===== src/eight_channel_sample_mixer_unit_defines.svh =====
// Assertion macros for the sample mixer unit.
`ifndef EIGHT_CHANNEL_SAMPLE_MIXER_UNIT_DEFINES_SVH
`define EIGHT_CHANNEL_SAMPLE_MIXER_UNIT_DEFINES_SVH

`ifndef SYNTHESIS
// same-cycle implication
`define SMU_ASSERT_SAME(label, clk, rst_n, ante, cons) \
    label: assert property (@(posedge clk) disable iff (!rst_n) (ante) |-> (cons)) \
        else $error("smu check failed");
// next-cycle implication
`define SMU_ASSERT_NEXT(label, clk, rst_n, ante, cons) \
    label: assert property (@(posedge clk) disable iff (!rst_n) (ante) |=> (cons)) \
        else $error("smu check failed");
`else
`define SMU_ASSERT_SAME(label, clk, rst_n, ante, cons)
`define SMU_ASSERT_NEXT(label, clk, rst_n, ante, cons)
`endif

`endif


===== src/smu_pkg.sv =====
// Shared types, constants and the volume table for the sample mixer unit.
`default_nettype none

package smu_pkg;

    localparam int DEF_NUM_CHANNELS = 8;
    localparam int DEF_NUM_LEVELS   = 8;
    localparam int DEF_LENGTH_BITS  = 24;

    localparam int SAMPLE_W    = 16;
    localparam int GAIN_W      = 13;               // Q.12 table entry, max 4096
    localparam int LEVEL_W     = 3;
    localparam int VOL_W       = 8;
    localparam int START_LEN_W = 24;
    localparam int PROD_W      = 17;               // table entry * (level+1)
    localparam int CH_GAIN_W   = 17;
    localparam int TERM_W      = SAMPLE_W + CH_GAIN_W + 1;
    localparam int MPROD_W     = 32;
    localparam int SUM_W       = TERM_W + 4;
    localparam int FRAC_BITS   = 12;
    localparam int RECIP_SHIFT = 24;
    localparam int RECIP_W     = 24;
    localparam int ROM_DEPTH   = 256;
    localparam int CFG_IDX_W   = 2;
    localparam int CFG_DATA_W  = 8;
    localparam int USED_W      = 8;

    typedef enum logic [1:0] {
        OP_MIX     = 2'd0,
        OP_START   = 2'd1,
        OP_SILENCE = 2'd2,
        OP_NONE    = 2'd3
    } op_t;

    typedef enum logic [CFG_IDX_W-1:0] {
        CFG_MUSIC_VOLUME   = 2'd0,
        CFG_SAMPLE_VOLUME  = 2'd1,
        CFG_MUSIC_ENABLE   = 2'd2,
        CFG_SAMPLES_ENABLE = 2'd3
    } cfg_idx_t;

    // load strobes for the six datapath stages
    typedef struct packed {
        logic s1;
        logic s2;
        logic s3;
        logic s4;
        logic s5;
        logic s6;
    } stage_en_t;

    // per-lane command decoded from the accepted item
    typedef struct packed {
        logic mix;
        logic start;
        logic silence;
        logic samples_en;
    } lane_cmd_t;

    typedef logic [GAIN_W-1:0] vol_rom_t [ROM_DEPTH];

    localparam logic [63:0] Q_ONE   = 64'd1 << 62;
    localparam logic [63:0] Q_TENTH = Q_ONE / 64'd10;
    localparam logic [63:0] LO32    = 64'h0000_0000_FFFF_FFFF;

    // Q2.62 unsigned product
    function automatic logic [63:0] qmul(input logic [63:0] a, input logic [63:0] b);
        logic [63:0] al, ah, bl, bh, ll, lh, hl, hh, mid, lo, hi;
        al  = a & LO32;
        ah  = a >> 32;
        bl  = b & LO32;
        bh  = b >> 32;
        ll  = al * bl;
        lh  = al * bh;
        hl  = ah * bl;
        hh  = ah * bh;
        mid = (ll >> 32) + (lh & LO32) + (hl & LO32);
        lo  = (ll & LO32) | (mid << 32);
        hi  = hh + (lh >> 32) + (hl >> 32) + (mid >> 32);
        return (hi << 2) | (lo >> 62);
    endfunction

    function automatic logic [63:0] qpow(input logic [63:0] r, input int n);
        logic [63:0] p;
        p = Q_ONE;
        for (int i = 0; i < n; i++) begin
            p = qmul(p, r);
        end
        return p;
    endfunction

    // 30 dB table: step ratio found by bisection on r^170 = 0.1
    function automatic vol_rom_t build_vol_rom();
        vol_rom_t    rom;
        logic [63:0] lo, hi, m, p;
        lo = 64'd0;
        hi = Q_ONE;
        while ((hi - lo) > 64'd1) begin
            m = lo + ((hi - lo) >> 1);
            if (qpow(m, 170) <= Q_TENTH) begin
                lo = m;
            end else begin
                hi = m;
            end
        end
        p = Q_ONE;
        rom[0] = '0;
        for (int k = 0; k < ROM_DEPTH - 1; k++) begin
            rom[ROM_DEPTH - 1 - k] = GAIN_W'(p >> (62 - FRAC_BITS));
            p = qmul(p, lo);
        end
        return rom;
    endfunction

    localparam vol_rom_t VOL_ROM = build_vol_rom();

endpackage

`default_nettype wire


===== src/smu_lane.sv =====
// One channel lane: length counter, level, and gain/scale pipeline.
`default_nettype none

module smu_lane #(
    parameter int NUM_LEVELS  = smu_pkg::DEF_NUM_LEVELS,
    parameter int LENGTH_BITS = smu_pkg::DEF_LENGTH_BITS
) (
    input  wire logic                                   clk,
    input  wire logic                                   rst_n,
    input  wire smu_pkg::lane_cmd_t                     cmd,
    input  wire smu_pkg::stage_en_t                     en,
    input  wire logic [LENGTH_BITS-1:0]                 start_length,
    input  wire logic [smu_pkg::LEVEL_W-1:0]            start_level,
    input  wire logic signed [smu_pkg::SAMPLE_W-1:0]    sample,
    input  wire logic [smu_pkg::GAIN_W-1:0]             base,
    output logic                                        active,
    output logic signed [smu_pkg::TERM_W-1:0]           term
);

    // x / NUM_LEVELS as (x * RECIP) >> RECIP_SHIFT, exact for x < 2^PROD_W
    localparam logic [smu_pkg::RECIP_W-1:0] RECIP =
        smu_pkg::RECIP_W'(((64'd1 << smu_pkg::RECIP_SHIFT) + 64'(NUM_LEVELS) - 64'd1)
                          / 64'(NUM_LEVELS));
    localparam int SCALED_W = smu_pkg::PROD_W + smu_pkg::RECIP_W;

    logic [LENGTH_BITS-1:0]              remaining_reg, remaining_next;
    logic [smu_pkg::LEVEL_W-1:0]         level_reg, level_next;

    logic signed [smu_pkg::SAMPLE_W-1:0] smp1_reg, smp2_reg, smp3_reg;
    logic [smu_pkg::LEVEL_W-1:0]         lvl1_reg;
    logic [smu_pkg::PROD_W-1:0]          prod2_reg;
    logic [smu_pkg::CH_GAIN_W-1:0]       gain3_reg;
    logic signed [smu_pkg::TERM_W-1:0]   term4_reg;
    logic [SCALED_W-1:0]                 scaled;

    assign active = cmd.samples_en && (remaining_reg != '0);

    always_comb
    begin
        remaining_next = remaining_reg;
        level_next     = level_reg;
        if (cmd.silence)
        begin
            remaining_next = '0;
        end
        else if (cmd.start)
        begin
            remaining_next = start_length;
            level_next     = start_level;
        end
        else if (cmd.mix && active)
        begin
            remaining_next = remaining_reg - 1'b1;
        end
    end

    always_ff @(posedge clk or negedge rst_n)
    begin
        if (!rst_n)
        begin
            remaining_reg <= '0;
            level_reg     <= '0;
        end
        else
        begin
            remaining_reg <= remaining_next;
            level_reg     <= level_next;
        end
    end

    assign scaled = SCALED_W'(prod2_reg) * SCALED_W'(RECIP);

    always_ff @(posedge clk)
    begin
        if (en.s1)
        begin
            smp1_reg <= active ? sample : '0;
            lvl1_reg <= level_reg;
        end
        if (en.s2)
        begin
            prod2_reg <= smu_pkg::PROD_W'(base) *
                         smu_pkg::PROD_W'({1'b0, lvl1_reg} + 4'd1);
            smp2_reg  <= smp1_reg;
        end
        if (en.s3)
        begin
            gain3_reg <= scaled[SCALED_W-1:smu_pkg::RECIP_SHIFT];
            smp3_reg  <= smp2_reg;
        end
        if (en.s4)
        begin
            term4_reg <= smu_pkg::TERM_W'(smp3_reg) *
                         smu_pkg::TERM_W'($signed({1'b0, gain3_reg}));
        end
    end

    assign term = term4_reg;

endmodule

`default_nettype wire


===== config.mk =====
export PLATFORM = sky130hd
export DESIGN_NAME = smu_lane
export DESIGN_NICKNAME = d
export VERILOG_FILES = /design/src/eight_channel_sample_mixer_unit_defines.svh /design/src/smu_pkg.sv /design/src/smu_lane.sv
export SDC_FILE = /design/constraint.sdc
export NUM_CORES = 1
export LEC_CHECK = 0
export BUFFER_PORTS_ARGS = -buffer_cell sky130_fd_sc_hd__buf_2
export CAP_MARGIN = 20
export CORE_MARGIN = 2
export CORE_UTILIZATION = 40
export CTS_CLUSTER_DIAMETER = 50
export DETAILED_ROUTE_END_ITERATION = 10
export PLACE_DENSITY = 0.54
export RECOVER_POWER = 25
export SKIP_LAST_GASP = 1
export SYNTH_ARGS = -nofsm -noshare
export SYNTH_HDL_FRONTEND = slang
export SYNTH_SLANG_ARGS = --single-unit

===== constraint.sdc =====
create_clock -name clk -period 15.5 [get_ports clk]
set_input_delay 1.55 -clock clk [delete_from_list [all_inputs] [get_ports clk]]
set_output_delay 1.55 -clock clk [all_outputs]
set_load 0.1 [all_outputs]

# Word level (Yosys, flattened, before mapping)
# Index checks and enable logic that the tools add are counted.
# word_totals
romBits	0
memories	0
regBits	143
ramBits	0
latch_bits	0
elab_cells	22
out_inout_bits	35
# classes
n_div	0
addsub	2
n_lt_le_gt_ge	0
bitwise	1
n_mux	3
shifts	0
n_eq_ne	0
n_reduce_logical	5
n_mul	2
# op_table
op	count
24-bit 2-to-1 mux	3
16-bit by 15-bit multiplier with 31-bit output	1
24-bit nonzero test	1
24-bit by 1-bit subtractor with 24-bit output, second input constant	1
13-bit by 4-bit multiplier with 17-bit output	1
3-bit by 1-bit adder with 4-bit output, second input constant	1
3-bit nonzero test	1
1-bit logical AND	2
2-bit AND reduction	1
1-bit inverter	1

# Depth between registers and ports, before layout
# logic_depth
word_depth	6
mapped_depth	24
depth_no_buf	22

# Worst setup path before layout
# OpenSTA, ideal clock, no wires.
# synth_path
path_type	register to register
from	register gain3_reg[0] (netlist bit)
to	register term4_reg (netlist bit term[29]), data pin
stages_incl_launch_ff	24
t_arrival_ns	5.914
setup_slack_ns	9.391
setup_ns	0.195
path_cell_list	edfxtp_1 clkbuf_1 and2_1 fa_1 inv_1 fa_1 inv_1 fa_1 inv_1 fa_1 inv_1 fa_1 inv_1 fa_1 inv_1 ha_1 a21oi_1 o21ai_0 and3_1 a31oi_1 o31ai_1 a21oi_1 or4_1 o311ai_0
# synth_between
elab_chain_cells	1
# synth_lines
element	line_no	text
start: declaration	smu_lane.sv:32	logic [smu_pkg::CH_GAIN_W-1:0] gain3_reg;
start signal: assignment	smu_lane.sv:88	gain3_reg <= scaled[SCALED_W-1:smu_pkg::RECIP_SHIFT];
16-bit by 15-bit multiplier with 31-bit output	smu_lane.sv:93	term4_reg <= smu_pkg::TERM_W'(smp3_reg) *
end signal: assignment	smu_lane.sv:93	
end: declaration	smu_lane.sv:33	logic signed [smu_pkg::TERM_W-1:0] term4_reg;
# Every way passes these cells.
# A chain may end at the register's enable or synchronous reset.

# Final worst setup path
# layout_path
from	register smp3_reg[15] (netlist bit)
to	register term4_reg (netlist bit term[32]), data pin
# layout_between
elab_chain_cells	1
# layout_lines
element	line_no	text
start: declaration	smu_lane.sv:29	logic signed [smu_pkg::SAMPLE_W-1:0] smp1_reg, smp2_reg, smp3_reg;
start signal: assignment	smu_lane.sv:89	smp3_reg <= smp2_reg;
16-bit by 15-bit multiplier with 31-bit output	smu_lane.sv:93	
# Every way passes these cells.

==> metrics.yaml <==
status: "complete, no violations"
first_global_vias: 10220
hold_depth: 0
dr.first_iter.drc_count: 364
num_vias: 9490
tightestPinTransition_ns: 1.472
fin_crit_sh_pct: 45.49
r2r-end: "term[32]$_DFFE_PP_"
die_x_um: 197.1
largest_register_ffs: 31
ys_seq_elements: 137
fin_hold_ws_ns: 0.4094
drt_wl_total_um: 29680
htree_levels: 4
fin_area_mm2: 0.01644
drv_cap: 0
ff2ff_setup_slack_ns: 8.45
hold_end: "gain3_reg[7]$_DFFE_PP_"
rsz0062_at_grt: "false"
postRouteAntennaNets: 0
tns_ns: 0
synth_cell_types: 61
clk_latency_ns: 0.44
ys_warn_count: 0
vias_per_cell: 4.786
skew_ns: 0.01591
firstDrtPassIters: 4
reg2reg_depth: 17
die-area_mm2: 0.03886
yosysSeqAreaShare_pct: 26.67
syn_avg_cell_area_um2: 10.43
dieHeight_um: 197.1
finalMaxSlewViolations: 0
r2r_start: "smp3_reg[15]$_DFFE_PP_"
cp-start-kind: "register"
synth_ff_type: "edfxtp_1"
core_area_mm2: 0.03670
place_area_mm2: 0.01579
grt_overflow: 0
crit_arrival_ns: 7.24
finalNetCount: 1905
syn_inst: 1430
post_cts_buffers: 0
routedWlPerCell_um: 14.97
num_rows: 70
period_needed_ns: 7.051
io_buffers: 100
cts_repair_resize_count: 0
area_growth_pct: 10.23
grt_pass1_wl_um: 51020
layout_commonest_cell: "inv_1"
io_pins: 103
final_layout_size_suffix_gt1_share_pct: 9.379
crit_required_ns: 15.69
grt_usage_pct: 16.69
path_clk_slew_ns: 0.07
async_reset_ff_share_pct: 19.71
cts_root_buf: "clkbuf_16"
synth_fp_nets: 1834
crit_fanout: 14
drcViolationCount: 0
numCtsBuffers: 17
hold_violations: 0
hold_buffers: 0
synth_edf_count: 110
hp-start: "prod2_reg[10]$_DFFE_PP_"
place_ws_ns: 8.361
initial_core_util_pct: 40.65
max_slew_margin_pct: 1.876
syn_area_mm2: 0.01492
clock_sinks: 137
antenna_found_initial: 1
cts_buffer_depth: 2
critPathLaunch: "smp3_reg[15]$_DFFE_PP_"
gp_congestion: 0.8063
fin_ws_ns: 8.449
cts_tree: "built"
dp_hpwl_um: 23580
setup_violations: 0
layout_common_cells: "272 x inv_1, 240 x fa_1, 165 x and2_1"
grt_max_degree: 32
end_kind: "register"
hold_path_class: "reg -> reg"
fmax_mhz: 141.8
crit_type: "reg -> reg"
==> worst max-delay path, stage by stage, from the launching register on <==
cell	delay, ns
edfxtp_1	0.75
nand2_1	0.28
fa_1	0.74
inv_1	0.12
fa_1	0.52
fa_1	0.45
fa_1	0.57
fa_1	0.43
fa_1	0.47
ha_1	0.37
nand2_1	0.07
o31ai_1	0.31
nand4_1	0.13
o21ai_0	0.61
a21oi_1	0.26
a22o_1	0.33
mux2i_1	0.14
a221o_1	0.26
==> worst max path at each step <==
stage / endpoint / cells past startpoint
floorplan: term[29]$_DFFE_PP_ / 23
global placement: term[32]$_DFFE_PP_ / 17
detailed placement: term[32]$_DFFE_PP_ / 17
CTS: term[32]$_DFFE_PP_ / 17
global route: term[32]$_DFFE_PP_ / 19
finish: term[32]$_DFFE_PP_ / 17
==> synthesized netlist by cell type, types with 4 or more instances <==
| master | number | share of area (%) |
|---|---|---|
| nand4_1 | 8 | 0.34 |
| ha_1 | 96 | 8.1 |
| nand3_1 | 12 | 0.40 |
| a211oi_1 | 6 | 0.30 |
| nor2_1 | 39 | 0.98 |
| nor4_1 | 4 | 0.17 |
| inv_1 | 272 | 6.8 |
| and2_1 | 167 | 7.0 |
| o21a_1 | 7 | 0.35 |
| or3_1 | 4 | 0.17 |
| nand2_1 | 162 | 4.1 |
| o21bai_1 | 5 | 0.25 |
| nor2b_1 | 13 | 0.55 |
| xor2_1 | 28 | 1.6 |
| a21oi_1 | 44 | 1.5 |
| nand2b_1 | 7 | 0.29 |
| nor3_1 | 11 | 0.37 |
| dfrtp_1 | 27 | 4.5 |
| o21ai_0 | 19 | 0.64 |
| o31ai_1 | 6 | 0.30 |
| a21o_1 | 11 | 0.55 |
| xnor2_1 | 34 | 2.0 |
| edfxtp_1 | 110 | 22 |
| and3_1 | 4 | 0.17 |
| fa_1 | 240 | 32 |
| a31oi_1 | 4 | 0.17 |
| clkbuf_1 | 39 | 0.98 |
==> logic make-up after synthesis <==
| logic type | share of synthesized area, % |
|---|---|
| fa+ha+maj | 40.26 |
| flops | 26.67 |
| xor+xnor | 3.640 |
| simple gates | 15.33 |
| compound gates | 5.343 |
| mux | 0.4277 |
| buf+inv | 8.328 |
==> layer usage <==
layer / wire [µm] / global-route usage (%)
met2: 13200 / 26.96
met4: 614 / 5.375
met1: 14800 / 23.22
met5: 0 / 0
met3: 1067 / 2.476
==> layout make-up <==
cell class / count / area [µm²]
multi-input combinational: 972 / 9697
clock buffer: 17 / 425.4
antenna: 1 / 2.502
timing repair buffer: 101 / 506.7
tap: 468 / 585.6
fill: 3520 / 20250
sequential: 137 / 3979
inverter: 272 / 1021
clock inverter: 15 / 227.7
==> stage by stage <==
| stage | cells | util [%] |
|---|---|---|
| floorplan | 1430 | - |
| global placement | 1950 | 43.03 |
| detailed placement | 1950 | 43.03 |
| CTS | 1982 | 44.81 |
| global route | 1982 | 44.80 |
| finish | 1983 | 44.81 |
Power is left out: the tool's default activity adds up to more than one toggle a clock period on the data nets, which glitch-free logic cannot reach.
