===== config.mk =====
export PLATFORM = sky130hd
export DESIGN_NAME = smu_merge
export DESIGN_NICKNAME = d
export VERILOG_FILES = /design/src/eight_channel_sample_mixer_unit_defines.svh /design/src/smu_pkg.sv /design/src/smu_merge.sv
export SDC_FILE = /design/constraint.sdc
export NUM_CORES = 1
export LEC_CHECK = 0
export ABC_AREA = 1
export BUFFER_PORTS_ARGS = -buffer_cell sky130_fd_sc_hd__buf_2
export CORE_UTILIZATION = 61
export CTS_CLUSTER_DIAMETER = 150
export CTS_CLUSTER_SIZE = 28
export DETAILED_ROUTE_END_ITERATION = 6
export GPL_TIMING_DRIVEN = 0
export PLACE_DENSITY = 0.84
export SETUP_SLACK_MARGIN = 0.05
export SLEW_MARGIN = 20
export SYNTH_ARGS = -nofsm -noshare
export SYNTH_HDL_FRONTEND = slang
export SYNTH_SLANG_ARGS = --single-unit
export TNS_END_PERCENT = 100

===== constraint.sdc =====
create_clock -name clk -period 6.4 [get_ports clk]
set_clock_uncertainty 0.2 [all_clocks]
set_input_delay 0.96 -clock clk [delete_from_list [all_inputs] [get_ports clk]]
set_output_delay 0.96 -clock clk [all_outputs]
set_load 0.05 [all_outputs]

===== src/eight_channel_sample_mixer_unit_defines.svh =====
// Assertion macros for the sample mixer unit.
`ifndef EIGHT_CHANNEL_SAMPLE_MIXER_UNIT_DEFINES_SVH
`define EIGHT_CHANNEL_SAMPLE_MIXER_UNIT_DEFINES_SVH

`ifndef SYNTHESIS
// same-cycle implication
`define SMU_ASSERT_SAME(label, clk, rst_n, ante, cons) \
    label: assert property (@(posedge clk) disable iff (!rst_n) (ante) |-> (cons)) \
        else $error("smu check failed");
// next-cycle implication
`define SMU_ASSERT_NEXT(label, clk, rst_n, ante, cons) \
    label: assert property (@(posedge clk) disable iff (!rst_n) (ante) |=> (cons)) \
        else $error("smu check failed");
`else
`define SMU_ASSERT_SAME(label, clk, rst_n, ante, cons)
`define SMU_ASSERT_NEXT(label, clk, rst_n, ante, cons)
`endif

`endif


===== src/smu_pkg.sv =====
// Shared types, constants and the volume table for the sample mixer unit.
`default_nettype none

package smu_pkg;

    localparam int DEF_NUM_CHANNELS = 8;
    localparam int DEF_NUM_LEVELS   = 8;
    localparam int DEF_LENGTH_BITS  = 24;

    localparam int SAMPLE_W    = 16;
    localparam int GAIN_W      = 13;               // Q.12 table entry, max 4096
    localparam int LEVEL_W     = 3;
    localparam int VOL_W       = 8;
    localparam int START_LEN_W = 24;
    localparam int PROD_W      = 17;               // table entry * (level+1)
    localparam int CH_GAIN_W   = 17;
    localparam int TERM_W      = SAMPLE_W + CH_GAIN_W + 1;
    localparam int MPROD_W     = 32;
    localparam int SUM_W       = TERM_W + 4;
    localparam int FRAC_BITS   = 12;
    localparam int RECIP_SHIFT = 24;
    localparam int RECIP_W     = 24;
    localparam int ROM_DEPTH   = 256;
    localparam int CFG_IDX_W   = 2;
    localparam int CFG_DATA_W  = 8;
    localparam int USED_W      = 8;

    typedef enum logic [1:0] {
        OP_MIX     = 2'd0,
        OP_START   = 2'd1,
        OP_SILENCE = 2'd2,
        OP_NONE    = 2'd3
    } op_t;

    typedef enum logic [CFG_IDX_W-1:0] {
        CFG_MUSIC_VOLUME   = 2'd0,
        CFG_SAMPLE_VOLUME  = 2'd1,
        CFG_MUSIC_ENABLE   = 2'd2,
        CFG_SAMPLES_ENABLE = 2'd3
    } cfg_idx_t;

    // load strobes for the six datapath stages
    typedef struct packed {
        logic s1;
        logic s2;
        logic s3;
        logic s4;
        logic s5;
        logic s6;
    } stage_en_t;

    // per-lane command decoded from the accepted item
    typedef struct packed {
        logic mix;
        logic start;
        logic silence;
        logic samples_en;
    } lane_cmd_t;

    typedef logic [GAIN_W-1:0] vol_rom_t [ROM_DEPTH];

    localparam logic [63:0] Q_ONE   = 64'd1 << 62;
    localparam logic [63:0] Q_TENTH = Q_ONE / 64'd10;
    localparam logic [63:0] LO32    = 64'h0000_0000_FFFF_FFFF;

    // Q2.62 unsigned product
    function automatic logic [63:0] qmul(input logic [63:0] a, input logic [63:0] b);
        logic [63:0] al, ah, bl, bh, ll, lh, hl, hh, mid, lo, hi;
        al  = a & LO32;
        ah  = a >> 32;
        bl  = b & LO32;
        bh  = b >> 32;
        ll  = al * bl;
        lh  = al * bh;
        hl  = ah * bl;
        hh  = ah * bh;
        mid = (ll >> 32) + (lh & LO32) + (hl & LO32);
        lo  = (ll & LO32) | (mid << 32);
        hi  = hh + (lh >> 32) + (hl >> 32) + (mid >> 32);
        return (hi << 2) | (lo >> 62);
    endfunction

    function automatic logic [63:0] qpow(input logic [63:0] r, input int n);
        logic [63:0] p;
        p = Q_ONE;
        for (int i = 0; i < n; i++) begin
            p = qmul(p, r);
        end
        return p;
    endfunction

    // 30 dB table: step ratio found by bisection on r^170 = 0.1
    function automatic vol_rom_t build_vol_rom();
        vol_rom_t    rom;
        logic [63:0] lo, hi, m, p;
        lo = 64'd0;
        hi = Q_ONE;
        while ((hi - lo) > 64'd1) begin
            m = lo + ((hi - lo) >> 1);
            if (qpow(m, 170) <= Q_TENTH) begin
                lo = m;
            end else begin
                hi = m;
            end
        end
        p = Q_ONE;
        rom[0] = '0;
        for (int k = 0; k < ROM_DEPTH - 1; k++) begin
            rom[ROM_DEPTH - 1 - k] = GAIN_W'(p >> (62 - FRAC_BITS));
            p = qmul(p, lo);
        end
        return rom;
    endfunction

    localparam vol_rom_t VOL_ROM = build_vol_rom();

endpackage

`default_nettype wire


===== src/smu_merge.sv =====
// Music path, lane summation, floor shift and saturation to 16 bits.
`default_nettype none

module smu_merge #(
    parameter int NUM_CHANNELS = smu_pkg::DEF_NUM_CHANNELS
) (
    input  wire logic                                  clk,
    input  wire smu_pkg::stage_en_t                    en,
    input  wire logic                                  music_enable,
    input  wire logic [smu_pkg::VOL_W-1:0]             music_volume,
    input  wire logic signed [smu_pkg::SAMPLE_W-1:0]   music_sample,
    input  wire logic [NUM_CHANNELS-1:0]               used,
    input  wire logic signed [smu_pkg::TERM_W-1:0]     terms [NUM_CHANNELS],
    output logic signed [smu_pkg::SAMPLE_W-1:0]        mixed_sample,
    output logic [smu_pkg::USED_W-1:0]                 channels_used
);

    localparam int SHIFT_W = smu_pkg::SUM_W - smu_pkg::FRAC_BITS;

    logic signed [smu_pkg::SAMPLE_W-1:0] music1_reg;
    logic [smu_pkg::GAIN_W-1:0]          mgain1_reg;
    logic signed [smu_pkg::MPROD_W-1:0]  mprod2_reg, mprod3_reg, mprod4_reg;
    logic [NUM_CHANNELS-1:0]             used1_reg, used2_reg, used3_reg, used4_reg, used5_reg;
    logic signed [smu_pkg::SUM_W-1:0]    sum_next, sum5_reg;
    logic signed [SHIFT_W-1:0]           shifted;
    logic [SHIFT_W-smu_pkg::SAMPLE_W:0]  top_bits;
    logic signed [smu_pkg::SAMPLE_W-1:0] sat;
    logic signed [smu_pkg::SAMPLE_W-1:0] mixed_reg;
    logic [smu_pkg::USED_W-1:0]          used_out_reg;

    always_comb
    begin
        sum_next = smu_pkg::SUM_W'(mprod4_reg);
        for (int c = 0; c < NUM_CHANNELS; c++)
        begin
            sum_next = sum_next + smu_pkg::SUM_W'(terms[c]);
        end
    end

    // arithmetic shift is floor division by 4096
    assign shifted  = sum5_reg[smu_pkg::SUM_W-1:smu_pkg::FRAC_BITS];
    assign top_bits = shifted[SHIFT_W-1:smu_pkg::SAMPLE_W-1];

    always_comb
    begin
        if ((top_bits == '0) || (top_bits == '1))
        begin
            sat = shifted[smu_pkg::SAMPLE_W-1:0];
        end
        else if (shifted[SHIFT_W-1])
        begin
            sat = 16'sh8000;
        end
        else
        begin
            sat = 16'sh7FFF;
        end
    end

    always_ff @(posedge clk)
    begin
        if (en.s1)
        begin
            music1_reg <= music_enable ? music_sample : '0;
            mgain1_reg <= smu_pkg::VOL_ROM[music_volume];
            used1_reg  <= used;
        end
        if (en.s2)
        begin
            // music gain is the table entry doubled
            mprod2_reg <= smu_pkg::MPROD_W'(music1_reg) *
                          smu_pkg::MPROD_W'($signed({2'b00, mgain1_reg, 1'b0}));
            used2_reg  <= used1_reg;
        end
        if (en.s3)
        begin
            mprod3_reg <= mprod2_reg;
            used3_reg  <= used2_reg;
        end
        if (en.s4)
        begin
            mprod4_reg <= mprod3_reg;
            used4_reg  <= used3_reg;
        end
        if (en.s5)
        begin
            sum5_reg  <= sum_next;
            used5_reg <= used4_reg;
        end
        if (en.s6)
        begin
            mixed_reg    <= sat;
            used_out_reg <= smu_pkg::USED_W'(used5_reg);
        end
    end

    assign mixed_sample  = mixed_reg;
    assign channels_used = used_out_reg;

endmodule

`default_nettype wire


# Word level (Yosys, flattened, before mapping)
# Memory sizes are Yosys's and may differ from the RTL's. A register that Yosys moved wholly into a read port is not among the register bits.
# Cells that the tools add are included.
[classes]
add_sub_neg = 8
n_mul = 1
div_mod_pow = 0
magnitude_cmp = 0
n_eq_ne = 1
n_shift = 0
muxes = 2
bitwise = 1
reduce_logical = 2
[op_table]
columns = ["operator", "count"]
rows = [
  ["$add A38 B34 Y38", 4],
  ["$add A37 B34 Y38", 1],
  ["$add A36 B34 Y37", 1],
  ["$add A35 B34 Y36", 1],
  ["$add A32 B34 Y35", 1],
  ["$mux W16", 2],
  ["$mul A16 B14 Y30", 1],
  ["$eq A11 B11 Y1 const B", 1],
  ["$logic_not A11 Y1", 1],
  ["$not A8 Y9", 1],
  ["$logic_or A1 B1 Y1", 1],
]
[totals]
ff_bits = 211
latchBits = 0
ram_bits = 0
romBits = 3328
in_bits = 312
output_inout_bits = 24
word_cells = 28
mem_count = 1
[mem_list]
columns = ["name", "depth", "word_bits", "rd", "rd_clocked_by_memory_dff", "write_ports", "line_no", "rtl"]
rows = [
  ["(name not given)", 256, 13, 1, 1, 0, "smu_merge.sv:65", "mgain1_reg <= smu_pkg::VOL_ROM[music_volume];"],
]

# Depth between registers and ports, before layout
# Gate-level depths: netlist of the first run.
[logic_depth]
word_depth = 8
depth_mapped = 28
ltp_nobuf = 26

# Least setup slack after synthesis of the first run
# Ideal clock, no wire load.
[synth_timing]
path_kind = "flip-flop to flip-flop"
start = "reg mgain1_reg[4] (netlist name)"
end = "reg mprod2_reg[26] (netlist name) (data pin)"
setup_ns = 0.259
arrival_ns = 5.361
required_ns = 5.941
setup_slack_ns = 0.580
path_stages_with_launch = 24
n_path_buf = 2
period_less_slack_ns = 5.820
cell_sequence = "edfxtp_1 -> clkbuf_1 -> clkbuf_1 -> nand2_1 -> inv_1 -> fa_1 -> inv_1 -> fa_1 -> inv_1 -> fa_1 -> fa_1 -> fa_1 -> inv_1 -> fa_1 -> inv_1 -> ha_1 -> nand2_1 -> nor2_1 -> inv_1 -> nor2_1 -> nand3_1 -> or2_1 -> nand3_1 -> xor2_1"
[synth_via]
elab_chain_cells = 1
[synth_rtl]
columns = ["element", "line_no", "rtl"]
rows = [
  ["start: declaration", "smu_merge.sv:21", "logic [smu_pkg::GAIN_W-1:0] mgain1_reg;"],
  ["$mul A16 B14 Y30", "smu_merge.sv:71", "mprod2_reg <= smu_pkg::MPROD_W'(music1_reg) *"],
  ["end signal: assignment", "smu_merge.sv:71", ""],
  ["end: declaration", "smu_merge.sv:22", "logic signed [smu_pkg::MPROD_W-1:0] mprod2_reg, mprod3_reg, mprod4_reg;"],
]
# No other way between the ends.
# A chain may end at the register's enable or synchronous reset.

# Worst setup path after layout of the first run
[layout_timing]
start = "reg music1_reg[15] (netlist name)"
end = "reg mprod2_reg[30] (netlist name) (data pin)"
[layout_via]
elab_chain_cells = 1
[layout_rtl]
columns = ["element", "line_no", "rtl"]
rows = [
  ["start: declaration", "smu_merge.sv:20", "logic signed [smu_pkg::SAMPLE_W-1:0] music1_reg;"],
  ["start signal: assignment", "smu_merge.sv:64", "music1_reg <= music_enable ? music_sample : '0;"],
  ["$mul A16 B14 Y30", "smu_merge.sv:71", ""],
]
# No other way between the ends.

==> impl_metrics.sql, run 1 <==
INSERT INTO impl_metrics (metric_group, metric, value, unit) VALUES
('outcome', 'status', 'complete, but fails checks', ''),
('outcome', 'failed_checks', 'DRC', ''),
('routing', 'route.detailed.wl_per_inst', '22.0', 'um'),
('die', 'dieArea', '0.0429', 'sq mm'),
('setup_path', 'reg2reg_end', 'mprod2_reg[30]$_DFFE_PP_', ''),
('logic_synthesis', 'synth_xor_area_frac', '0.0130', ''),
('die', 'top_level_i_o_count', '336', ''),
('sta', 'worst_hold_slack', '0.207', 'ns'),
('sta', 'finalHoldViolations', '0', ''),
('final_layout', 'post-route-util', '0.695', ''),
('clocking', 'post_cts_hold_buffer_count', '0', ''),
('setup_path', 'largest_fanout_of_any_net_on_the_critical_path', '7', ''),
('run', 'cap_violations', '0', ''),
('global_route', 'grt_start_max_net_pins', '39', ''),
('setup_path', 'worstRegToRegCells', '24', ''),
('logic_synthesis', 'syn_area_per_cell', '8.88', 'sq um'),
('sta', 'final_period_minus_worst_setup_slack', '6.25', 'ns'),
('setup_path', 'worst_ep_arrival_time', '6.31', 'ns'),
('setup_path', 'crit-reg2reg-launch', 'music1_reg[15]$_SDFFCE_PN0P_', ''),
('setup_path', 'worst-endpoint-required', '6.46', 'ns'),
('clocking', 'clock_tree_from_tritoncts', 'done', ''),
('global_route', 'grt_pass1_wl', '129000', 'um'),
('final_layout', 'final_cells', '3781', ''),
('die', 'die_height', '207', 'um'),
('setup_path', 'critPathKind', 'register to register', ''),
('sta', 'max_slew.worst_pin.slew', '1.08', 'ns'),
('global_route', 'grt_resource_usage_total', '0.395', ''),
('setup_path', 'cpMaxStageDelayCell', 'sky130_fd_sc_hd__fa_2', ''),
('worst_hold_path', 'whs_endpoint', 'mprod3_reg[9]$_DFFE_PP_', ''),
('routing', 'drc', '104', ''),
('setup_path', 'critical_path.max_stage_delay', '0.61', 'ns'),
('global_route', 'grt_antenna_before_repair', '4', ''),
('routing', 'route.vias.total', '22200', ''),
('routing', 'antenna_violating_nets_post_route', '0', ''),
('clocking', 'max-clock-path-buffers', '3', ''),
('global_route', 'grt_pass1_vias', '23900', ''),
('logic_synthesis', 'post_synth_and_or_nand_nor_area_fraction', '0.153', ''),
('logic_synthesis', 'yosys-mux-area-fraction', '0', ''),
('sta', 'fin_crit_sh', '0.977', ''),
('setup_path', 'worst_path_most_repeated_cell', 'sky130_fd_sc_hd__nand2_1', ''),
('logic_synthesis', 'seq_area_frac_synth', '0.245', ''),
('logic_synthesis', 'synth_largest_area_cell', 'sky130_fd_sc_hd__fa_1', ''),
('die', 'chipWidth', '207', 'um'),
('sta', 'rsz_0062_raised_after_global_routing', 'yes', ''),
('routing', 'dr.first_iter.drc_count', '2557', ''),
('logic_synthesis', 'synth-seq-cells', '209', ''),
('die', 'floorplan.rows', '74', ''),
('global_route', 'grt-ovfl-total', '0', ''),
('setup_path', 'crit_path_end_kind', 'register', ''),
('logic_synthesis', 'number_of_synthesized_flops_with_an_enable_pin', '209', ''),
('die', 'floorplan.initialDensity', '0.623', ''),
('logic_synthesis', 'synth_top_family_by_area', 'adder cells', ''),
('clocking', 'h-tree-depth', '1', ''),
('place', 'port_buffers', '332', ''),
('logic_synthesis', 'synth_cell_types', '45', ''),
('clocking', 'cts-root-buf', 'sky130_fd_sc_hd__clkbuf_16', ''),
('final_layout', 'synthToLayoutAreaGrowth', '11.6', '%'),
('clocking', 'clk_pin_slew_worst_paths', '0.12', 'ns'),
('sta', 'achievable-frequency', '160', 'MHz'),
('clocking', 'clock_sinks', '209', ''),
('setup_path', 'cp_cell_sequence', 'buf_6 -> nand2_1 -> inv_1 -> fa_1 -> inv_1 -> fa_2 -> clkinvlp_4 -> buf_12 -> fa_1 -> fa_1 -> fa_1 -> inv_1 -> fa_1 -> inv_1 -> ha_1 -> nand2_1 -> nor2_2 -> nand2_1 -> nor3_1 -> nand2_1 -> nand3_1 -> inv_1 -> nand2_1 -> nand2_1', ''),
('logic_synthesis', 'post_synth_net_total', '3769', ''),
('final_layout', 'final_layout_size_suffix_gt1_frac', '0.137', ''),
('logic_synthesis', 'post_synth_inst_count', '2891', ''),
('clocking', 'cts_made_buffers', '11', ''),
('worst_hold_path', 'min_from', 'mprod2_reg[9]$_DFFE_PP_', ''),
('final_layout', 'multi_input_comb_area', '0.0165', 'sq mm'),
('place', 'place.detailed.hpwl', '68300', 'um'),
('worst_hold_path', 'min_path_type', 'register to register', ''),
('logic_synthesis', 'synth-compound-area-share', '0.0658', ''),
('place', 'placedCellCount', '3755', '');
## placed cells by master, fill, tap and decap left out, drive strengths merged, types with 46 or more instances in the layout
cell type and instances:
inv 723, nand2 660, fa 441, buf 382
edfxtp 209, nor2 146, a21oi 126, ha 125
o21ai 116, nand3 100, clkbuf 46
## worst register-to-register path, cell delays in order, from the launching register on
cell                         delay (ns)
sky130_fd_sc_hd__edfxtp_1          0.49
sky130_fd_sc_hd__buf_6             0.18
sky130_fd_sc_hd__nand2_1           0.11
sky130_fd_sc_hd__inv_1             0.09
sky130_fd_sc_hd__fa_1              0.51
sky130_fd_sc_hd__inv_1             0.08
sky130_fd_sc_hd__fa_2              0.61
sky130_fd_sc_hd__clkinvlp_4        0.13
sky130_fd_sc_hd__buf_12            0.16
sky130_fd_sc_hd__fa_1              0.47
sky130_fd_sc_hd__fa_1              0.47
sky130_fd_sc_hd__fa_1              0.56
sky130_fd_sc_hd__inv_1             0.07
sky130_fd_sc_hd__fa_1              0.50
sky130_fd_sc_hd__inv_1             0.05
sky130_fd_sc_hd__ha_1              0.38
sky130_fd_sc_hd__nand2_1           0.14
sky130_fd_sc_hd__nor2_2            0.17
sky130_fd_sc_hd__nand2_1           0.09
sky130_fd_sc_hd__nor3_1            0.13
sky130_fd_sc_hd__nand2_1           0.09
sky130_fd_sc_hd__nand3_1           0.17
sky130_fd_sc_hd__inv_1             0.06
sky130_fd_sc_hd__nand2_1           0.07
sky130_fd_sc_hd__nand2_1           0.06
## synth_stat cells, types with 5 or more instances
cell / count
sky130_fd_sc_hd__a21oi_1: 126
sky130_fd_sc_hd__buf_2: 12
sky130_fd_sc_hd__buf_4: 5
sky130_fd_sc_hd__clkbuf_1: 53
sky130_fd_sc_hd__edfxtp_1: 209
sky130_fd_sc_hd__fa_1: 441
sky130_fd_sc_hd__ha_1: 125
sky130_fd_sc_hd__inv_1: 719
sky130_fd_sc_hd__inv_2: 5
sky130_fd_sc_hd__nand2_1: 660
sky130_fd_sc_hd__nand3_1: 100
sky130_fd_sc_hd__nand4_1: 28
sky130_fd_sc_hd__nor2_1: 142
sky130_fd_sc_hd__nor3_1: 24
sky130_fd_sc_hd__nor4_1: 6
sky130_fd_sc_hd__o211ai_1: 17
sky130_fd_sc_hd__o21a_1: 7
sky130_fd_sc_hd__o21ai_0: 113
sky130_fd_sc_hd__o21bai_1: 11
sky130_fd_sc_hd__o22ai_1: 6
sky130_fd_sc_hd__xnor2_1: 10
sky130_fd_sc_hd__xor2_1: 28
## kinds of logic (layout without fill, tap and decap cells)
kind of cell	count (synthesis)	in the layout
buffers and inverters	801	1157
DFF	209	209
xor gates and xnor gates	38	38
adders and majority gates	566	566
other	0	2
and+or+nand+nor	972	972
AOI/OAI and AO/OA	305	305
## final cells by class
class / count / share of cell area
multi-input combinational: 1881 / 0.575
antenna: 2 / 0.000175
timing repair buffer: 356 / 0.0648
inverter: 727 / 0.0955
tap: 532 / 0.0233
clock buffer: 11 / 0.00961
buffer: 61 / 0.0113
clock inverter: 2 / 0.000743
sequential: 209 / 0.219
## timing repair
action / CTS / global route
setup buffers: 2 / 22
setup endpoints to repair: 11 / 15
resized for setup: 25 / 53
hold endpoints to repair: 0 / 0
pin swaps: 1 / 7
## stage by stage
stage	TNS, ns	instance area (sq um)	setup slack (ns)
2_1_floorplan	0	25700	0.580
3_3_place_gp	-0.539	28000	-0.204
3_5_place_dp	-1.70	28000	-0.319
4_1_cts	0	28400	0.0555
5_1_grt	-0.0215	28600	-0.0215
6_report	0	28600	0.146
## layer usage
layer	global-route usage	wire length (um)
met1	0.480	29600
met2	0.670	40000
met3	0.0750	8100
met4	0.215	5610
met5	0	28
## how the worst max path moves through the flow
| stage | slack, ns | to | startpoint |
|---|---|---|---|
| 2_1_floorplan | 0.58 | mprod2_reg[26]$_DFFE_PP_ | mgain1_reg[4]$_DFFE_PP_ |
| 3_3_place_gp | -0.20 | mprod2_reg[24]$_DFFE_PP_ | mgain1_reg[5]$_DFFE_PP_ |
| 3_5_place_dp | -0.32 | mprod2_reg[26]$_DFFE_PP_ | music1_reg[15]$_SDFFCE_PN0P_ |
| 4_1_cts | 0.06 | mprod2_reg[30]$_DFFE_PP_ | music1_reg[15]$_SDFFCE_PN0P_ |
| 5_1_grt | -0.02 | mprod2_reg[30]$_DFFE_PP_ | music1_reg[15]$_SDFFCE_PN0P_ |
| 6_report | 0.15 | mprod2_reg[30]$_DFFE_PP_ | music1_reg[15]$_SDFFCE_PN0P_ |
Power of run 1 is not shown: default switching activity piles up to over one toggle a cycle in this logic, so the estimate is an artifact.
==> inputs of run 2 (changes only) <==
Settings changed: CORE_UTILIZATION 61 to 55, PLACE_DENSITY 0.84 to 0.81.
Clock period 6.4 ns to 5.44 ns, I/O delays scaled along.
==> impl_metrics.sql, run 2 (synthesis gave the netlist of run 1 again) <==
INSERT INTO impl_metrics (metric_group, metric, value, unit) VALUES
('place', 'port_buffers', '332', ''),
('place', 'place.detailed.hpwl', '64200', 'um'),
('routing', 'drc', '1', ''),
('global_route', 'grt-ovfl-total', '0', ''),
('die', 'floorplan.rows', '78', ''),
('die', 'chipWidth', '218', 'um'),
('routing', 'routed_wl', '80000', 'um'),
('sta', 'fin_crit_sh', '1.10', ''),
('final_layout', 'final_cells', '3879', ''),
('run', 'cap_violations', '0', ''),
('place', 'gp_routability_congestion', '1.02', ''),
('setup_path', 'critical_path.startpoint_type', 'register', ''),
('clocking', 'h-tree-depth', '1', ''),
('clocking', 'cts_made_buffers', '11', ''),
('place', 'placedCellCount', '3823', ''),
('clocking', 'clock_sinks', '209', ''),
('sta', 'tns', '-6.04', 'ns'),
('global_route', 'grt_antenna_before_repair', '4', ''),
('sta', 'slew_viols_final', '0', ''),
('die', 'top_level_i_o_count', '336', ''),
('sta', 'setup_violations', '19', ''),
('routing', 'via_per_inst', '5.54', ''),
('final_layout', 'post-route-util', '0.656', ''),
('final_layout', 'final_layout_size_suffix_gt1_frac', '0.195', ''),
('clocking', 'clock_tree_from_tritoncts', 'done', ''),
('die', 'dieArea', '0.0475', 'sq mm'),
('setup_path', 'worst_ep_arrival_time', '6.03', 'ns'),
('setup_path', 'largest_fanout_of_any_net_on_the_critical_path', '7', ''),
('outcome', 'failed_checks', 'DRC, setup timing', ''),
('sta', 'finalWorstSetupSlack', '-0.524', 'ns'),
('sta', 'finalHoldViolations', '0', ''),
('sta', 'achievable-frequency', '168', 'MHz'),
('sta', 'final_period_minus_worst_setup_slack', '5.96', 'ns'),
('global_route', 'grt_pass1_vias', '22200', ''),
('final_layout', 'final_nets', '4155', ''),
('sta', 'worst_slew_margin_rel', '0.329', ''),
('global_route', 'grt_pass1_wl', '120000', 'um'),
('global_route', 'grt_resource_usage_total', '0.333', ''),
('final_layout', 'mostFrequentLayoutCells', 'sky130_fd_sc_hd__inv_1, sky130_fd_sc_hd__nand2_1, sky130_fd_sc_hd__fa_1', ''),
('worst_hold_path', 'min_delay_path_depth', '0', ''),
('die', 'floorplan.core_area', '0.0457', 'sq mm'),
('routing', 'route.vias.total', '21500', ''),
('worst_hold_path', 'min_path_type', 'register to register', ''),
('clocking', 'cts-root-buf', 'sky130_fd_sc_hd__clkbuf_16', ''),
('die', 'floorplan.initialDensity', '0.562', ''),
('sta', 'rsz_0062_raised_after_global_routing', 'yes', ''),
('outcome', 'status', 'complete, but fails checks', ''),
('setup_path', 'worst-endpoint-required', '5.51', 'ns'),
('routing', 'antenna_violating_nets_post_route', '0', ''),
('routing', 'detailedRoute.firstPassIterationCount', '7', ''),
('setup_path', 'crit_path_end_kind', 'register', ''),
('global_route', 'grt_start_max_net_pins', '39', ''),
('routing', 'dr.first_iter.drc_count', '2020', ''),
('setup_path', 'critPathKind', 'register to register', ''),
('clocking', 'max-clock-path-buffers', '3', ''),
('setup_path', 'worstRegToRegCells', '26', ''),
('routing', 'route.detailed.wl_per_inst', '20.6', 'um'),
('final_layout', 'layout_commonest_cell', 'sky130_fd_sc_hd__inv_1', ''),
('die', 'die_height', '218', 'um'),
('clocking', 'clk_pin_slew_worst_paths', '0.11', 'ns'),
('final_layout', 'synthToLayoutAreaGrowth', '16.8', '%'),
('clocking', 'clock_insertion_delay_worst_skew', '0.51', 'ns'),
('sta', 'max_slew.worst_pin.slew', '0.996', 'ns'),
('sta', 'worst_hold_slack', '0.209', 'ns');
==> run 2: stage by stage <==
step	area [sq um]	setup WS, ns
finish	30000	-0.524
global route	30000	-0.668
CTS	29300	-0.361
detailed placement	28300	-0.828
global placement	28300	-0.782
floorplan	25900	-0.146
==> run 2: layer usage <==
metal | routed length, um | GRT usage
met1 | 30100 | 0.423
met4 | 3910 | 0.128
met2 | 38300 | 0.557
met3 | 7610 | 0.0703
met5 | 26 | 0
==> run 2: path summary, 6_finish.rpt <==
kind | end | from | slack, ns
worst min-delay path | used4_reg[4]$_DFFE_PP_ | used3_reg[4]$_DFFE_PP_ | 0.21
worst max-delay path | mprod2_reg[24]$_DFFE_PP_ | mgain1_reg[3]$_DFFE_PP_ | -0.52
worst min register to register | used4_reg[4]$_DFFE_PP_ | used3_reg[4]$_DFFE_PP_ | 0.21
worst max register to register | mprod2_reg[24]$_DFFE_PP_ | mgain1_reg[3]$_DFFE_PP_ | -0.52
==> run 2: cell type report <==
class | count | area [sq um]
multi-input combinational | 1881 | 17400
inverter | 727 | 2740
clock buffer | 11 | 275
tap | 600 | 751
sequential | 209 | 6280
antenna | 2 | 5.00
fill | 3615 | 15700
clock inverter | 2 | 18.8
timing repair buffer | 378 | 2050
buffer | 69 | 500
==> run 2: what timing repair did <==
action / CTS / global route
resized for setup: 151 / 131
setup endpoints to repair: 20 / 22
buffers inserted: 29 / 18
gates cloned: 0 / 0
hold buffers: 0 / 0
pin swaps: 64 / 60
==> run 2: critical path: stages (launching register included) <==
cell and delay, ns:
sky130_fd_sc_hd__edfxtp_1 0.41, sky130_fd_sc_hd__buf_8 0.16, sky130_fd_sc_hd__clkbuf_16 0.17, sky130_fd_sc_hd__nand2_4 0.06
sky130_fd_sc_hd__inv_2 0.04, sky130_fd_sc_hd__fa_1 0.55, sky130_fd_sc_hd__inv_2 0.04, sky130_fd_sc_hd__fa_1 0.51
sky130_fd_sc_hd__inv_2 0.04, sky130_fd_sc_hd__fa_1 0.60, sky130_fd_sc_hd__fa_1 0.45, sky130_fd_sc_hd__fa_1 0.52
sky130_fd_sc_hd__inv_1 0.05, sky130_fd_sc_hd__fa_1 0.51, sky130_fd_sc_hd__inv_2 0.05, sky130_fd_sc_hd__ha_4 0.30
sky130_fd_sc_hd__nand2_4 0.08, sky130_fd_sc_hd__nor2_4 0.09, sky130_fd_sc_hd__inv_1 0.08, sky130_fd_sc_hd__nor3_2 0.13
sky130_fd_sc_hd__inv_1 0.09, sky130_fd_sc_hd__nor2_2 0.13, sky130_fd_sc_hd__o21ai_2 0.09, sky130_fd_sc_hd__nand3_2 0.15
sky130_fd_sc_hd__nand2_1 0.11, sky130_fd_sc_hd__inv_1 0.08, sky130_fd_sc_hd__nor2_1 0.04
Power of run 2 is left out for the same reason.
